<file path="src/hw/rtl/swpb_pkg.sv">
// Shared constants, status codes and types of the sliding window packet buffer.
package swpb_pkg;

  localparam int DEPTH        = 16;
  localparam int PAYLOAD_BITS = 32;
  localparam int IDX_W        = $clog2(DEPTH);
  localparam int SEQ_W        = 24;
  localparam int WORD_W       = 32;

  localparam logic [1:0] ST_OK      = 2'd0;
  localparam logic [1:0] ST_REFUSED = 2'd1;
  localparam logic [1:0] ST_REPEAT  = 2'd2;
  localparam logic [1:0] ST_EMPTY   = 2'd3;

  localparam logic OP_INSERT = 1'b0;
  localparam logic OP_POP    = 1'b1;

  typedef struct packed {
    logic [1:0]              status;
    logic [SEQ_W-1:0]        seq;
    logic [PAYLOAD_BITS-1:0] body;
    logic                    now_empty;
  } res_t;

  typedef struct packed {
    logic             we;
    logic [IDX_W-1:0] waddr;
    logic [IDX_W-1:0] raddr;
  } ram_ctl_t;

endpackage

</file>
<file path="src/hw/rtl/swpb_ram.sv">
// Generic single-write, single-read RAM with registered read data.
module swpb_ram #(
  parameter int WIDTH = 8,
  parameter int DEPTH = 16
) (
  input  logic                     clk,
  input  logic                     we,
  input  logic [$clog2(DEPTH)-1:0] waddr,
  input  logic [WIDTH-1:0]         wdata,
  input  logic [$clog2(DEPTH)-1:0] raddr,
  output logic [WIDTH-1:0]         rdata
);

  logic [WIDTH-1:0] mem_r [DEPTH];
  logic [WIDTH-1:0] rdata_r;

  always_ff @(posedge clk) begin
    if (we) begin
      mem_r[waddr] <= wdata;
    end
    rdata_r <= mem_r[raddr];
  end

  assign rdata = rdata_r;

endmodule

</file>
<file path="src/hw/rtl/swpb_cmp.sv">
// Shared subtract-based comparator: equality and greater-or-equal on sequence numbers.
module swpb_cmp
  import swpb_pkg::*;
(
  input  logic [SEQ_W-1:0] a,
  input  logic [SEQ_W:0]   b,
  output logic             eq,
  output logic             ge
);

  logic [SEQ_W+1:0] diff;

  assign diff = {2'b00, a} - {1'b0, b};
  assign ge   = ~diff[SEQ_W+1];
  assign eq   = (diff == '0);

endmodule

</file>
<file path="src/hw/rtl/swpb_ctrl.sv">
// Sequencer of the buffer: repeat scan, window check, insert and pop over the entry RAMs.
module swpb_ctrl
  import swpb_pkg::*;
(
  input  logic                    clk,
  input  logic                    rst_n,
  input  logic                    in_valid,
  output logic                    in_stall,
  input  logic                    in_op,
  input  logic [SEQ_W-1:0]        in_seq_num,
  input  logic [PAYLOAD_BITS-1:0] in_body,
  output ram_ctl_t                ram_ctl,
  output logic [SEQ_W-1:0]        wr_seq,
  output logic [PAYLOAD_BITS-1:0] wr_body,
  input  logic [SEQ_W-1:0]        rd_seq,
  input  logic [PAYLOAD_BITS-1:0] rd_body,
  output logic                    res_valid,
  output res_t                    res,
  input  logic                    res_take
);

  localparam logic [2:0] S_IDLE   = 3'd0;
  localparam logic [2:0] S_SCAN   = 3'd1;
  localparam logic [2:0] S_WIN    = 3'd2;
  localparam logic [2:0] S_POP    = 3'd3;
  localparam logic [2:0] S_RESULT = 3'd4;

  localparam logic [IDX_W-1:0] LAST_IDX = IDX_W'(DEPTH - 1);

  logic [2:0]              state_r, state_nxt;
  logic [IDX_W-1:0]        head_r, head_nxt;
  logic [IDX_W-1:0]        tail_r, tail_nxt;
  logic                    empty_r, empty_nxt;
  logic [DEPTH-1:0]        valid_r, valid_nxt;
  logic [IDX_W-1:0]        cnt_r, cnt_nxt;
  logic [SEQ_W-1:0]        seq_r, seq_nxt;
  logic [PAYLOAD_BITS-1:0] body_r, body_nxt;
  res_t                    res_r, res_nxt;

  logic [IDX_W-1:0] tail_inc;
  logic [IDX_W-1:0] head_inc;
  logic [SEQ_W:0]   cmp_b;
  logic             cmp_eq;
  logic             cmp_ge;

  assign tail_inc = (tail_r == LAST_IDX) ? '0 : tail_r + 1'b1;
  assign head_inc = (head_r == LAST_IDX) ? '0 : head_r + 1'b1;

  assign cmp_b = {1'b0, rd_seq} + ((state_r == S_WIN) ? (SEQ_W+1)'(DEPTH) : '0);

  swpb_cmp u_cmp (
    .a  (seq_r),
    .b  (cmp_b),
    .eq (cmp_eq),
    .ge (cmp_ge)
  );

  assign in_stall  = (state_r != S_IDLE);
  assign res_valid = (state_r == S_RESULT);
  assign res       = res_r;
  assign wr_seq    = (state_r == S_IDLE) ? in_seq_num : seq_r;
  assign wr_body   = (state_r == S_IDLE) ? in_body : body_r;

  always_comb begin
    state_nxt     = state_r;
    head_nxt      = head_r;
    tail_nxt      = tail_r;
    empty_nxt     = empty_r;
    valid_nxt     = valid_r;
    cnt_nxt       = cnt_r;
    seq_nxt       = seq_r;
    body_nxt      = body_r;
    res_nxt       = res_r;
    ram_ctl.we    = 1'b0;
    ram_ctl.waddr = tail_inc;
    ram_ctl.raddr = head_r;
    case (state_r)
      S_IDLE: begin
        if (in_valid) begin
          seq_nxt            = in_seq_num;
          body_nxt           = in_body;
          res_nxt.status     = ST_OK;
          res_nxt.seq        = '0;
          res_nxt.body       = '0;
          res_nxt.now_empty  = empty_r;
          if (in_op == OP_POP) begin
            if (empty_r) begin
              res_nxt.status = ST_EMPTY;
              state_nxt      = S_RESULT;
            end else begin
              state_nxt = S_POP;
            end
          end else if (empty_r) begin
            ram_ctl.we        = 1'b1;
            ram_ctl.waddr     = '0;
            valid_nxt[0]      = 1'b1;
            head_nxt          = '0;
            tail_nxt          = '0;
            empty_nxt         = 1'b0;
            res_nxt.now_empty = 1'b0;
            state_nxt         = S_RESULT;
          end else if (tail_inc == head_r) begin
            res_nxt.status = ST_REFUSED;
            state_nxt      = S_RESULT;
          end else begin
            ram_ctl.raddr = '0;
            cnt_nxt       = '0;
            state_nxt     = S_SCAN;
          end
        end
      end
      S_SCAN: begin
        if (valid_r[cnt_r] && cmp_eq) begin
          res_nxt.status = ST_REPEAT;
          state_nxt      = S_RESULT;
        end else if (cnt_r == LAST_IDX) begin
          ram_ctl.raddr = head_r;
          state_nxt     = S_WIN;
        end else begin
          ram_ctl.raddr = cnt_r + 1'b1;
          cnt_nxt       = cnt_r + 1'b1;
        end
      end
      S_WIN: begin
        if (cmp_ge) begin
          res_nxt.status = ST_REFUSED;
        end else begin
          ram_ctl.we         = 1'b1;
          ram_ctl.waddr      = tail_inc;
          valid_nxt[tail_inc] = 1'b1;
          tail_nxt           = tail_inc;
        end
        state_nxt = S_RESULT;
      end
      S_POP: begin
        res_nxt.status      = ST_OK;
        res_nxt.seq         = rd_seq;
        res_nxt.body        = rd_body;
        valid_nxt[head_r]   = 1'b0;
        if (head_r == tail_r) begin
          empty_nxt         = 1'b1;
          head_nxt          = '0;
          tail_nxt          = '0;
          res_nxt.now_empty = 1'b1;
        end else begin
          head_nxt          = head_inc;
          res_nxt.now_empty = 1'b0;
        end
        state_nxt = S_RESULT;
      end
      S_RESULT: begin
        if (res_take) begin
          state_nxt = S_IDLE;
        end
      end
      default: begin
        state_nxt = S_IDLE;
      end
    endcase
  end

  always_ff @(posedge clk) begin
    if (!rst_n) begin
      state_r <= S_IDLE;
      head_r  <= '0;
      tail_r  <= '0;
      empty_r <= 1'b1;
      valid_r <= '0;
      cnt_r   <= '0;
    end else begin
      state_r <= state_nxt;
      head_r  <= head_nxt;
      tail_r  <= tail_nxt;
      empty_r <= empty_nxt;
      valid_r <= valid_nxt;
      cnt_r   <= cnt_nxt;
    end
  end

  always_ff @(posedge clk) begin
    seq_r  <= seq_nxt;
    body_r <= body_nxt;
    res_r  <= res_nxt;
  end

endmodule

</file>
<file path="src/hw/rtl/sliding_window_packet_buffer_core.sv">
// Top level of the sliding window packet buffer: entry RAMs, sequencer and output register.
// An insert into a non-empty buffer runs a 16-entry repeat scan and a window check on one
// comparator; a repeat ends the scan early, a pop reads the head entry, and a full refusal,
// an insert into an empty buffer or a pop on empty goes straight to the result word. One word
// in flight: the next is accepted the cycle after the result leaves the sequencer.
// Reset: synchronous on rst_n; clears valid marks, head, tail and sets the buffer empty.
module sliding_window_packet_buffer_core
  import swpb_pkg::*;
(
  input  logic               clk,
  input  logic               rst_n,
  input  logic               in_valid,
  output logic               in_stall,
  input  logic               in_op,
  input  logic [SEQ_W-1:0]   in_seq_num,
  input  logic [WORD_W-1:0]  in_payload,
  output logic               out_valid,
  input  logic               out_stall,
  output logic [1:0]         out_status,
  output logic [SEQ_W-1:0]   out_seq_num,
  output logic [WORD_W-1:0]  out_payload,
  output logic               out_now_empty
);

  ram_ctl_t                ram_ctl;
  logic [SEQ_W-1:0]        wr_seq;
  logic [PAYLOAD_BITS-1:0] wr_body;
  logic [SEQ_W-1:0]        rd_seq;
  logic [PAYLOAD_BITS-1:0] rd_body;
  logic                    res_valid;
  res_t                    res;
  logic                    res_take;

  logic                    out_valid_r, out_valid_nxt;
  logic [1:0]              status_r;
  logic [SEQ_W-1:0]        oseq_r;
  logic [PAYLOAD_BITS-1:0] obody_r;
  logic                    now_empty_r;

  swpb_ram #(
    .WIDTH (SEQ_W),
    .DEPTH (DEPTH)
  ) u_seq_ram (
    .clk   (clk),
    .we    (ram_ctl.we),
    .waddr (ram_ctl.waddr),
    .wdata (wr_seq),
    .raddr (ram_ctl.raddr),
    .rdata (rd_seq)
  );

  swpb_ram #(
    .WIDTH (PAYLOAD_BITS),
    .DEPTH (DEPTH)
  ) u_body_ram (
    .clk   (clk),
    .we    (ram_ctl.we),
    .waddr (ram_ctl.waddr),
    .wdata (wr_body),
    .raddr (ram_ctl.raddr),
    .rdata (rd_body)
  );

  swpb_ctrl u_ctrl (
    .clk        (clk),
    .rst_n      (rst_n),
    .in_valid   (in_valid),
    .in_stall   (in_stall),
    .in_op      (in_op),
    .in_seq_num (in_seq_num),
    .in_body    (in_payload[PAYLOAD_BITS-1:0]),
    .ram_ctl    (ram_ctl),
    .wr_seq     (wr_seq),
    .wr_body    (wr_body),
    .rd_seq     (rd_seq),
    .rd_body    (rd_body),
    .res_valid  (res_valid),
    .res        (res),
    .res_take   (res_take)
  );

  assign res_take = ~out_valid_r | ~out_stall;

  always_comb begin
    out_valid_nxt = out_valid_r;
    if (res_valid && res_take) begin
      out_valid_nxt = 1'b1;
    end else if (!out_stall) begin
      out_valid_nxt = 1'b0;
    end
  end

  always_ff @(posedge clk) begin
    if (!rst_n) begin
      out_valid_r <= 1'b0;
    end else begin
      out_valid_r <= out_valid_nxt;
    end
  end

  always_ff @(posedge clk) begin
    if (res_valid && res_take) begin
      status_r    <= res.status;
      oseq_r      <= res.seq;
      obody_r     <= res.body;
      now_empty_r <= res.now_empty;
    end
  end

  assign out_valid     = out_valid_r;
  assign out_status    = status_r;
  assign out_seq_num   = oseq_r;
  assign out_payload   = WORD_W'(obody_r);
  assign out_now_empty = now_empty_r;

endmodule

</file>
<file path="config.mk">
export PLATFORM = sky130hd
export DESIGN_NAME = sliding_window_packet_buffer_core
export DESIGN_NICKNAME = d
export VERILOG_FILES = /design/src/hw/rtl/swpb_pkg.sv /design/src/hw/rtl/swpb_ram.sv /design/src/hw/rtl/swpb_cmp.sv /design/src/hw/rtl/swpb_ctrl.sv /design/src/hw/rtl/sliding_window_packet_buffer_core.sv
export SDC_FILE = /design/constraint.sdc
export NUM_CORES = 1
export LEC_CHECK = 0
export BUFFER_PORTS_ARGS = -buffer_cell sky130_fd_sc_hd__buf_2
export CELL_PAD_IN_SITES_DETAIL_PLACEMENT = 0
export CELL_PAD_IN_SITES_GLOBAL_PLACEMENT = 1
export CORE_MARGIN = 2
export CORE_UTILIZATION = 54
export CTS_CLUSTER_DIAMETER = 30
export DETAILED_ROUTE_END_ITERATION = 12
export PLACE_DENSITY_LB_ADDON = 0.1
export SYNTH_ARGS = -nofsm -noshare
export SYNTH_HDL_FRONTEND = slang
export SYNTH_HIERARCHICAL = 1
export SYNTH_SLANG_ARGS = --single-unit
export TNS_END_PERCENT = 5
</file>
<file path="constraint.sdc">
create_clock -name clk -period 9.75 [get_ports clk]
set_clock_uncertainty 0.1 [all_clocks]
set_input_delay 1.95 -clock clk [delete_from_list [all_inputs] [get_ports clk]]
set_output_delay 1.95 -clock clk [all_outputs]
set_load 0.005 [all_outputs]
</file>
# [After elaboration in Yosys (flattened, before gate mapping)]
# Memory sizes are Yosys's and may differ from the RTL's. A register that Yosys moved wholly into a read port is not among the register bits.
# Cells that the tools add are included.
[op_classes] muxes=69 n_addsub=5 mul=0 n_reduce_logical=23 n_shift=0 n_bitwise=6 magnitude_cmp=5 div_mod_pow=0 n_eq_ne=23
[op_table] cell="$pmux W57 S2" count=1
[op_table] cell="$mux W4" count=18
[op_table] cell="$mux W59" count=1
[op_table] cell="$mux W32" count=1
[op_table] cell="$pmux W15 S2" count=1
[op_table] cell="$logic_not A26 Y1" count=1
[op_table] cell="$sub A24 B25 Y26" count=1
[op_table] cell="$add A24 B25 Y25" count=1
[op_table] cell="$mux W24" count=1
[op_table] cell="$mux W3" count=8
[op_table] cell="$pmux W4 S2" count=3
[op_table] cell="$mux W9" count=2
[op_table] cell="$and A16 B16 Y16" count=1
[op_table] cell="$mux W16" count=1
[op_table] cell="$ne A2 B2 Y1 const B" count=8
[op_table] cell="$not A16 Y16" count=1
[op_table] cell="$or A16 B16 Y16" count=1
[op_table] cell="$lt A4 B5 Y1 const B" count=3
[op_table] cell="$mux W1" count=15
[op_table] cell="$mux W5" count=3
[op_table] cell="$add A4 B1 Y4 const B" count=3
[op_table] cell="$eq A4 B4 Y1 const B" count=3
[op_table] cell="$pmux W3 S4" count=1
[op_table] cell="$pmux W4 S3" count=1
[op_table] cell="28 further kinds" count=51
[word_totals] rom_bits=0 latchBits=0 memories=2 mem_bits_rw=896 in_bits=61 register_bits=207
[mem_list] name="u_body_ram.mem_r" words=16 word_bits=32 read_ports=1 rd_clocked_by_memory_dff=1 wr=1 line_no="swpb_ram.sv:14" text="logic [WIDTH-1:0] mem_r [DEPTH];"
[mem_list] name="u_seq_ram.mem_r" words=16 word_bits=24 read_ports=1 rd_clocked_by_memory_dff=1 wr=1 line_no="swpb_ram.sv:14"

# [Depth between registers and ports, before layout]
# Gate-level depths: netlist (run 1).
[logic_depth] ltp_word=10 ltp_mapped=33 mapped_depth_nobuf=28

# [Cells and area by module]
# The synthesis (run 1) kept the hierarchy.
[by_module_without_submodules] mod="swpb_ram at u_body_ram" cells_each=838 n_inst=1 area_each_um2=19854.0
[by_module_without_submodules] mod="swpb_ram at u_seq_ram" cells_each=636 n_inst=1 area_each_um2=14930.6
[by_module_without_submodules] mod="swpb_ctrl" cells_each=686 n_inst=1 area_each_um2=7025.5
[by_module_without_submodules] mod="sliding_window_packet_buffer_core" cells_each=64 n_inst=1 area_each_um2=1813.0
[by_module_without_submodules] mod="swpb_cmp" cells_each=238 n_inst=1 area_each_um2=1567.8

# [Worst setup path before layout (run 1)]
# Ideal clock, no wire load.
[synth_timing] path_type="flip-flop to flip-flop" from="register u_ctrl.state_r[2]" to="memory u_body_ram/mem_r[0][0] in the netlist's numbering, enable pin" path_stages_with_launch=23 synth_period_minus_slack_ns=7.191 path_slack_ns=2.559 arrival_ns=6.630 t_required_ns=9.189 path_cell_list="dfxtp_1 -> clkbuf_1 -> and2b_1 -> nand2b_1 -> inv_1 -> ha_1 -> ha_1 -> nand3_1 -> nor2_1 -> xor2_1 -> inv_1 -> ha_1 -> clkbuf_1 -> a22o_1 -> nor3_1 -> nand2_1 -> o21ai_0 -> o21ai_0 -> nor2_1 -> buf_2 -> or2_2 -> or3b_2 -> nor3_1"
[synth_lines] item="start: declaration" line_no="swpb_ctrl.sv:30" text="logic [2:0] state_r, state_nxt;"
[synth_lines] item="start signal: assignment" line_no="swpb_ctrl.sv:171" text="state_r <= state_nxt;"
[synth_lines] item="end: declaration" line_no="swpb_ram.sv:14"

==> results.toml, run 1 <==
[run_status]
status = "finished, final reports clean"

[global_route]
grt_usage = 0.265
grt-ovfl-total = 0
first_global_vias = 25000
grt_pass1_wl_um = 164000
grt_max_degree = 82
antenna_found_initial = 2

[synthesis]
synth_top_area_share = 0.711
synth_compound_area_frac = 0.0438
synth_simple_gate_area_frac = 0.0560
ys_async_sr_fraction = 0
synth_fa_ha_area_frac = 0.0101
postSynthNetCount = 2559
synthFlopType = "edfxtp_1"
yosysSeqAreaShare = 0.750
yosysUniqueCellTypes = 78
synth_edf_count = 1070
yosys_register_bits = 1159
synth_top_family_by_area = "multiplexers"
netlist_top_cells_area = "edfxtp_1, mux4_2, dfxtp_1"
yosysTopAreaCell = "edfxtp_1"
ys_warn_count = 6
synthXorXnorAreaFrac = 0.00676
yosysMostFrequentCell = "edfxtp_1"
synth_top_cells_by_count = "edfxtp_1, nand2_1, mux4_2"
synthesis.instances = 2462
synthMuxAreaShare = 0.115
avgSynthCellArea_um2 = 18.4
netlist_area_um2 = 45200

[job]
cap_violations = 0

[power_and_ir_drop]
vdd_ir_drop_max_mv = 0.178
p_per_area_nw_per_um2 = 259
p_leak_uw = 0.0185

[worst_setup_path]
cp_top_family = "compound AO/OA/AOI/OAI gates"
critPathBufInv = 4
crit_type = "reg -> reg"
worstPathRequired_ns = 10.26
end_kind = "flop"
crit_fanout = 81
crit_path_start_kind = "flop"
critPathArrivalTime_ns = 8.39
critPathSlowestCell = "mux4_2"
cp_slowest_stage_delay_ns = 0.59

[sta]
period_share = 0.809
rsz0062_at_grt = "false"
setup_viol = 0
setup_ws_ns = 1.87
slew_headroom = 0.233
hold_violations = 0
max_freq_ghz = 0.127
holdWs_ns = 0.314
worstMarginPinSlew_ns = 1.14
drv_slew = 0
period_needed_ns = 7.88
final.setup.tns_ns = 0

[floorplan]
die_w_um = 293
ios = 122
core_area_um2 = 83300
die_h_um = 293
initial_core_util = 0.543
die_area_um2 = 86000
rows = 106

[route]
final_antenna_net_count = 0
viasPerCell = 6.10
vias = 24300
drt_iter0_markers = 2433
drc = 0
drt-pass1-iter-count = 5
wire_per_inst_um = 28.2
drt-total-wl_um = 112000

[clock_tree]
cts_sinks = 1159
clockBufferDepth = 3
cts_tree = "yes"
numCtsBuffers = 204
clk_latency_ns = 0.76
postCtsHoldBufs = 0
clk_pin_slew_ns = 0.05
root_buffer = "clkbuf_16"
cts_max_level = 4
postCtsSetupRepairBufs = 0
cts_resized = 0

[placed_design]
dp.cells = 3595
port_buffers = 121
place_hpwl_um = 60000
dp_slack_ns = 1.93
gp_congestion = 0.825

[hold_path]
worstHoldPathType = "reg -> reg"

[layout]
fillerInstances = 5638
layout-drive-gt1-share = 0.285
seqCellArea_um2 = 33900
instances_no_fill = 3982
fin_nets = 2818
multi_input_area_um2 = 10700
n_antenna_cell = 0
area_delta_synth_final_pct = 20.2
-- kinds of logic after synthesis --
| group | Yosys count |
|---|---|
| compound gates | 281 |
| xor+xnor | 34 |
| fa+ha+maj | 36 |
| buf+inv | 173 |
| flops | 1159 |
| mux | 238 |
| simple gates | 541 |
-- state kept, by name, summed over array words and instances (netlist names), 2 cells and up --
register	flops
u_body_ram/rdata	32
out_status	2
out_seq_num	24
u_ctrl/tail_r	4
u_ctrl/head_r	4
u_ctrl/state_r	3
u_seq_ram/rdata	24
u_ctrl/body_r	32
u_ctrl/cnt_r	4
u_ctrl/valid_r	16
u_body_ram/mem_r	512
u_seq_ram/mem_r	384
u_ctrl/res	59
out_payload	32
u_ctrl/seq_r	24
-- stage by stage --
| step | instance area, um^2 | total power (uW) | util |
|---|---|---|---|
| CTS | 54300 | 14200 | 0.652 |
| global placement | 47300 | 7070 | 0.568 |
| finish | 54300 | 14100 | 0.652 |
| detailed placement | 47300 | 7110 | 0.568 |
| global route | 54300 | 14500 | 0.652 |
| floorplan | 45200 | 6700 | - |
-- power breakdown --
group,leakage [uW],switching (uW),internal (uW)
Clock,0.00339,2450,4630
Combinational,0.00460,736,357
Sequential,0.0105,88.6,5830
-- path summary, 6_finish.rpt --
path | from | to | slack (ns) | cells past startpoint
worst min register to register | u_ctrl/res[38] | out_seq_num[5] | 0.31 | 0
worst max-delay path | u_ctrl/state_r[1] | u_body_ram/rdata[12] | 1.87 | 29
worst max register to register | u_ctrl/state_r[1] | u_body_ram/rdata[12] | 1.87 | 29
worst min-delay path | u_ctrl/res[38] | out_seq_num[5] | 0.31 | 0
-- layout by cell type (no fill, tap or decap), types with 8 or more instances in the layout --
| cell type | Yosys | final |
|---|---|---|
| clkbuf_1 | 68 | 24 |
| clkinv_4 | 0 | 18 |
| a21oi_1 | 46 | 46 |
| and3_1 | 63 | 63 |
| nor2_4 | 0 | 14 |
| dfxtp_1 | 89 | 88 |
| xor2_1 | 12 | 12 |
| nand4_1 | 11 | 11 |
| buf_4 | 13 | 52 |
| nand2_1 | 273 | 272 |
| xnor2_1 | 21 | 21 |
| nor2_1 | 76 | 50 |
| o31ai_1 | 9 | 9 |
| nor3_1 | 19 | 11 |
| inv_1 | 48 | 46 |
| nand3_1 | 31 | 31 |
| clkinvlp_4 | 0 | 26 |
| buf_2 | 19 | 121 |
| nor3_2 | 1 | 8 |
| clkinv_2 | 0 | 36 |
| clkinv_1 | 0 | 10 |
| mux2i_1 | 9 | 9 |
| clkbuf_16 | 0 | 206 |
| nand2b_1 | 14 | 14 |
| nor2_2 | 0 | 12 |
| bufinv_16 | 0 | 24 |
| mux4_2 | 226 | 226 |
| ha_1 | 35 | 35 |
| a22oi_1 | 114 | 114 |
| o21ai_0 | 37 | 37 |
| edfxtp_1 | 1070 | 1070 |
| inv_6 | 0 | 24 |
| o21a_1 | 8 | 8 |
| nand3b_1 | 8 | 8 |
| clkbuf_8 | 0 | 12 |
-- final cells by class --
class	instances	area share
Inverter	48	0.00334
Clock inverter	145	0.0301
Clock buffer	242	0.0996
Tap cell	1080	0.0249
Timing Repair Buffer	178	0.0202
Multi-Input combinational cell	1130	0.198
Sequential cell	1159	0.624
-- metal layers --
| metal | routed length (um) | global-route usage |
|---|---|---|
| met1 | 47100 | 0.385 |
| met2 | 53100 | 0.414 |
| met3 | 10100 | 0.0570 |
| met4 | 1800 | 0.0725 |
| met5 | 0 | 0 |
(Power assumes the default switching activity.)
==> run 2: changes to the inputs <==
CORE_UTILIZATION = 49   (was 54)
clock period = 7 ns   (was 9.75 ns; I/O delays follow)
==> results.toml, run 2 (same netlist as run 1, synthesis figures left out) <==
[hold_path]
worstHoldPathType = "reg -> reg"
hp-start = "u_ctrl/res[50]"
hold_depth = 0
min_to = "out_seq_num[17]"

[sta]
slew_headroom = 0.200
worstMarginPinSlew_ns = 1.20
period_share = 0.946
hold_violations = 0
setup_viol = 0
period_needed_ns = 6.62
final.setup.tns_ns = 0
max_freq_ghz = 0.151
drv_slew = 0

[floorplan]
die_h_um = 308
die_area_um2 = 94700
die_w_um = 308
rows = 111
ios = 122
initial_core_util = 0.494
core_area_um2 = 91500

[layout]
area_delta_synth_final_pct = 23.6
stdcell_area_um2 = 55800
final_cell_mix = "edfxtp_1, nand2_1, mux4_2"
fillerInstances = 6497
instances_no_fill = 4165
final_common_cell = "edfxtp_1"
largest_reg_flops = 512
final_util = 0.610
fin_nets = 2879
layout-drive-gt1-share = 0.305
top_register = "u_body_ram/mem_r"

[worst_setup_path]
critPathArrivalTime_ns = 7.23
path_common_cell = "inv_1"
cp_top_family = "simple AND/OR/NAND/NOR gates"
crit_type = "reg -> reg"
worstPathRequired_ns = 7.61
rr_worst_depth = 29
crit_fanout = 23
critPathSlowestCell = "nor2_4"
cp_slowest_stage_delay_ns = 0.77
critPathBufInv = 6
end_kind = "flop"
timing.rr.start = "u_ctrl/state_r[2]"
crit_path_start_kind = "flop"
reg2reg_slack_ns = 0.38
timing.rr.end = "u_body_ram/rdata[20]"

[run_status]
status = "finished, final reports clean"

[route]
drc = 0
drt-total-wl_um = 117000
vias = 25000
final_antenna_net_count = 0
drt-pass1-iter-count = 6
wire_per_inst_um = 28.1
drt_iter0_markers = 3022
viasPerCell = 5.99

[clock_tree]
clk_latency_ns = 0.79
root_buffer = "clkbuf_16"
numCtsBuffers = 218
cts_sinks = 1159
clk_pin_slew_ns = 0.05
cts_max_level = 4
postCtsHoldBufs = 0
cts_tree = "yes"
clockBufferDepth = 3

[global_route]
grt_usage = 0.250
grt-ovfl-total = 0
top_usage_layer = "met1"
first_global_vias = 25500
antenna_found_initial = 7
grt_max_degree = 60
met1_usage = 0.376
grtUsageMet2 = 0.375
use_met3 = 0.0503
grt_pass1_wl_um = 170000

[job]
cap_violations = 0

[power_and_ir_drop]
vdd_ir_drop_max_mv = 0.293
p_per_area_nw_per_um2 = 369
p_leak_uw = 0.0192

[placed_design]
port_buffers = 121
dpl-instance-area_um2 = 47900
dp.cells = 3737
place_hpwl_um = 64300
gp_congestion = 0.821
## run 2: layer usage
| metal | routed length, um | vias to the layer above |
|---|---|---|
| li1 | - | 10600 |
| met1 | 51100 | 13100 |
| met2 | 53900 | 1103 |
| met3 | 9980 | 148 |
| met4 | 2100 | 0 |
| met5 | 0 | - |
## run 2: timing repair
action | CTS | global route
gates resized for setup | 2 | 19
pin swaps | 0 | 4
gates cloned | 1 | 3
endpoints found under the setup margin | 13 | 56
buffers inserted | 0 | 7
## run 2: cell type report
type                            instances  area [um^2]  share of cell area
Antenna cell                            1         2.50           0.0000448
Clock inverter                        165         1980              0.0355
Inverter                               48          181             0.00325
Multi-Input combinational cell       1131        10800               0.193
Timing Repair Buffer                  224         1730              0.0309
Clock buffer                          251         5750               0.103
Sequential cell                      1159        33900               0.607
Tap cell                             1186         1480              0.0266
## run 2: worst max-delay path by stage
| stage | slack, ns | endpoint | depth (start not counted) | startpoint |
|---|---|---|---|---|
| 2_1_floorplan | 0.15 | u_body_ram/mem_r[12][0] | 22 | u_ctrl/state_r[2] |
| 3_3_place_gp | 0.12 | u_body_ram/rdata[14] | 28 | u_ctrl/state_r[2] |
| 3_5_place_dp | -0.01 | u_body_ram/rdata[12] | 28 | u_ctrl/state_r[2] |
| 4_1_cts | 0.008 | u_seq_ram/rdata[2] | 29 | u_ctrl/state_r[2] |
| 5_1_grt | -0.09 | u_body_ram/rdata[3] | 30 | u_ctrl/state_r[2] |
| 6_report | 0.38 | u_body_ram/rdata[20] | 29 | u_ctrl/state_r[2] |
## run 2: through the flow
| stage | hold slack, ns | power, uW | setup slack [ns] |
|---|---|---|---|
| floorplan | 0.300 | 9330 | 0.147 |
| global placement | 0.301 | 9930 | 0.120 |
| detailed placement | 0.305 | 9970 | -0.0129 |
| CTS | 0.314 | 20700 | 0.00785 |
| global route | 0.324 | 21200 | -0.0933 |
| finish | 0.315 | 20600 | 0.378 |
## run 2: power breakdown
part	internal (uW)	total, uW	switching (uW)
Combinational	567	1650	1080
Clock	7090	10700	3610
Sequential	8130	8240	115
Total	15800	20600	4800
## run 2: worst register-to-register path, delay by kind of cell (launching register included)
| kind | cells | cell delay, ns |
|---|---|---|
| buffers and inverters | 6 | 0.92 |
| flip-flops | 1 | 0.31 |
| adder cells (fa/ha/maj) | 2 | 0.53 |
| XOR/XNOR | 1 | 0.16 |
| AO/OA/AOI/OAI | 7 | 1.19 |
| AND/OR/NAND/NOR | 13 | 3.33 |
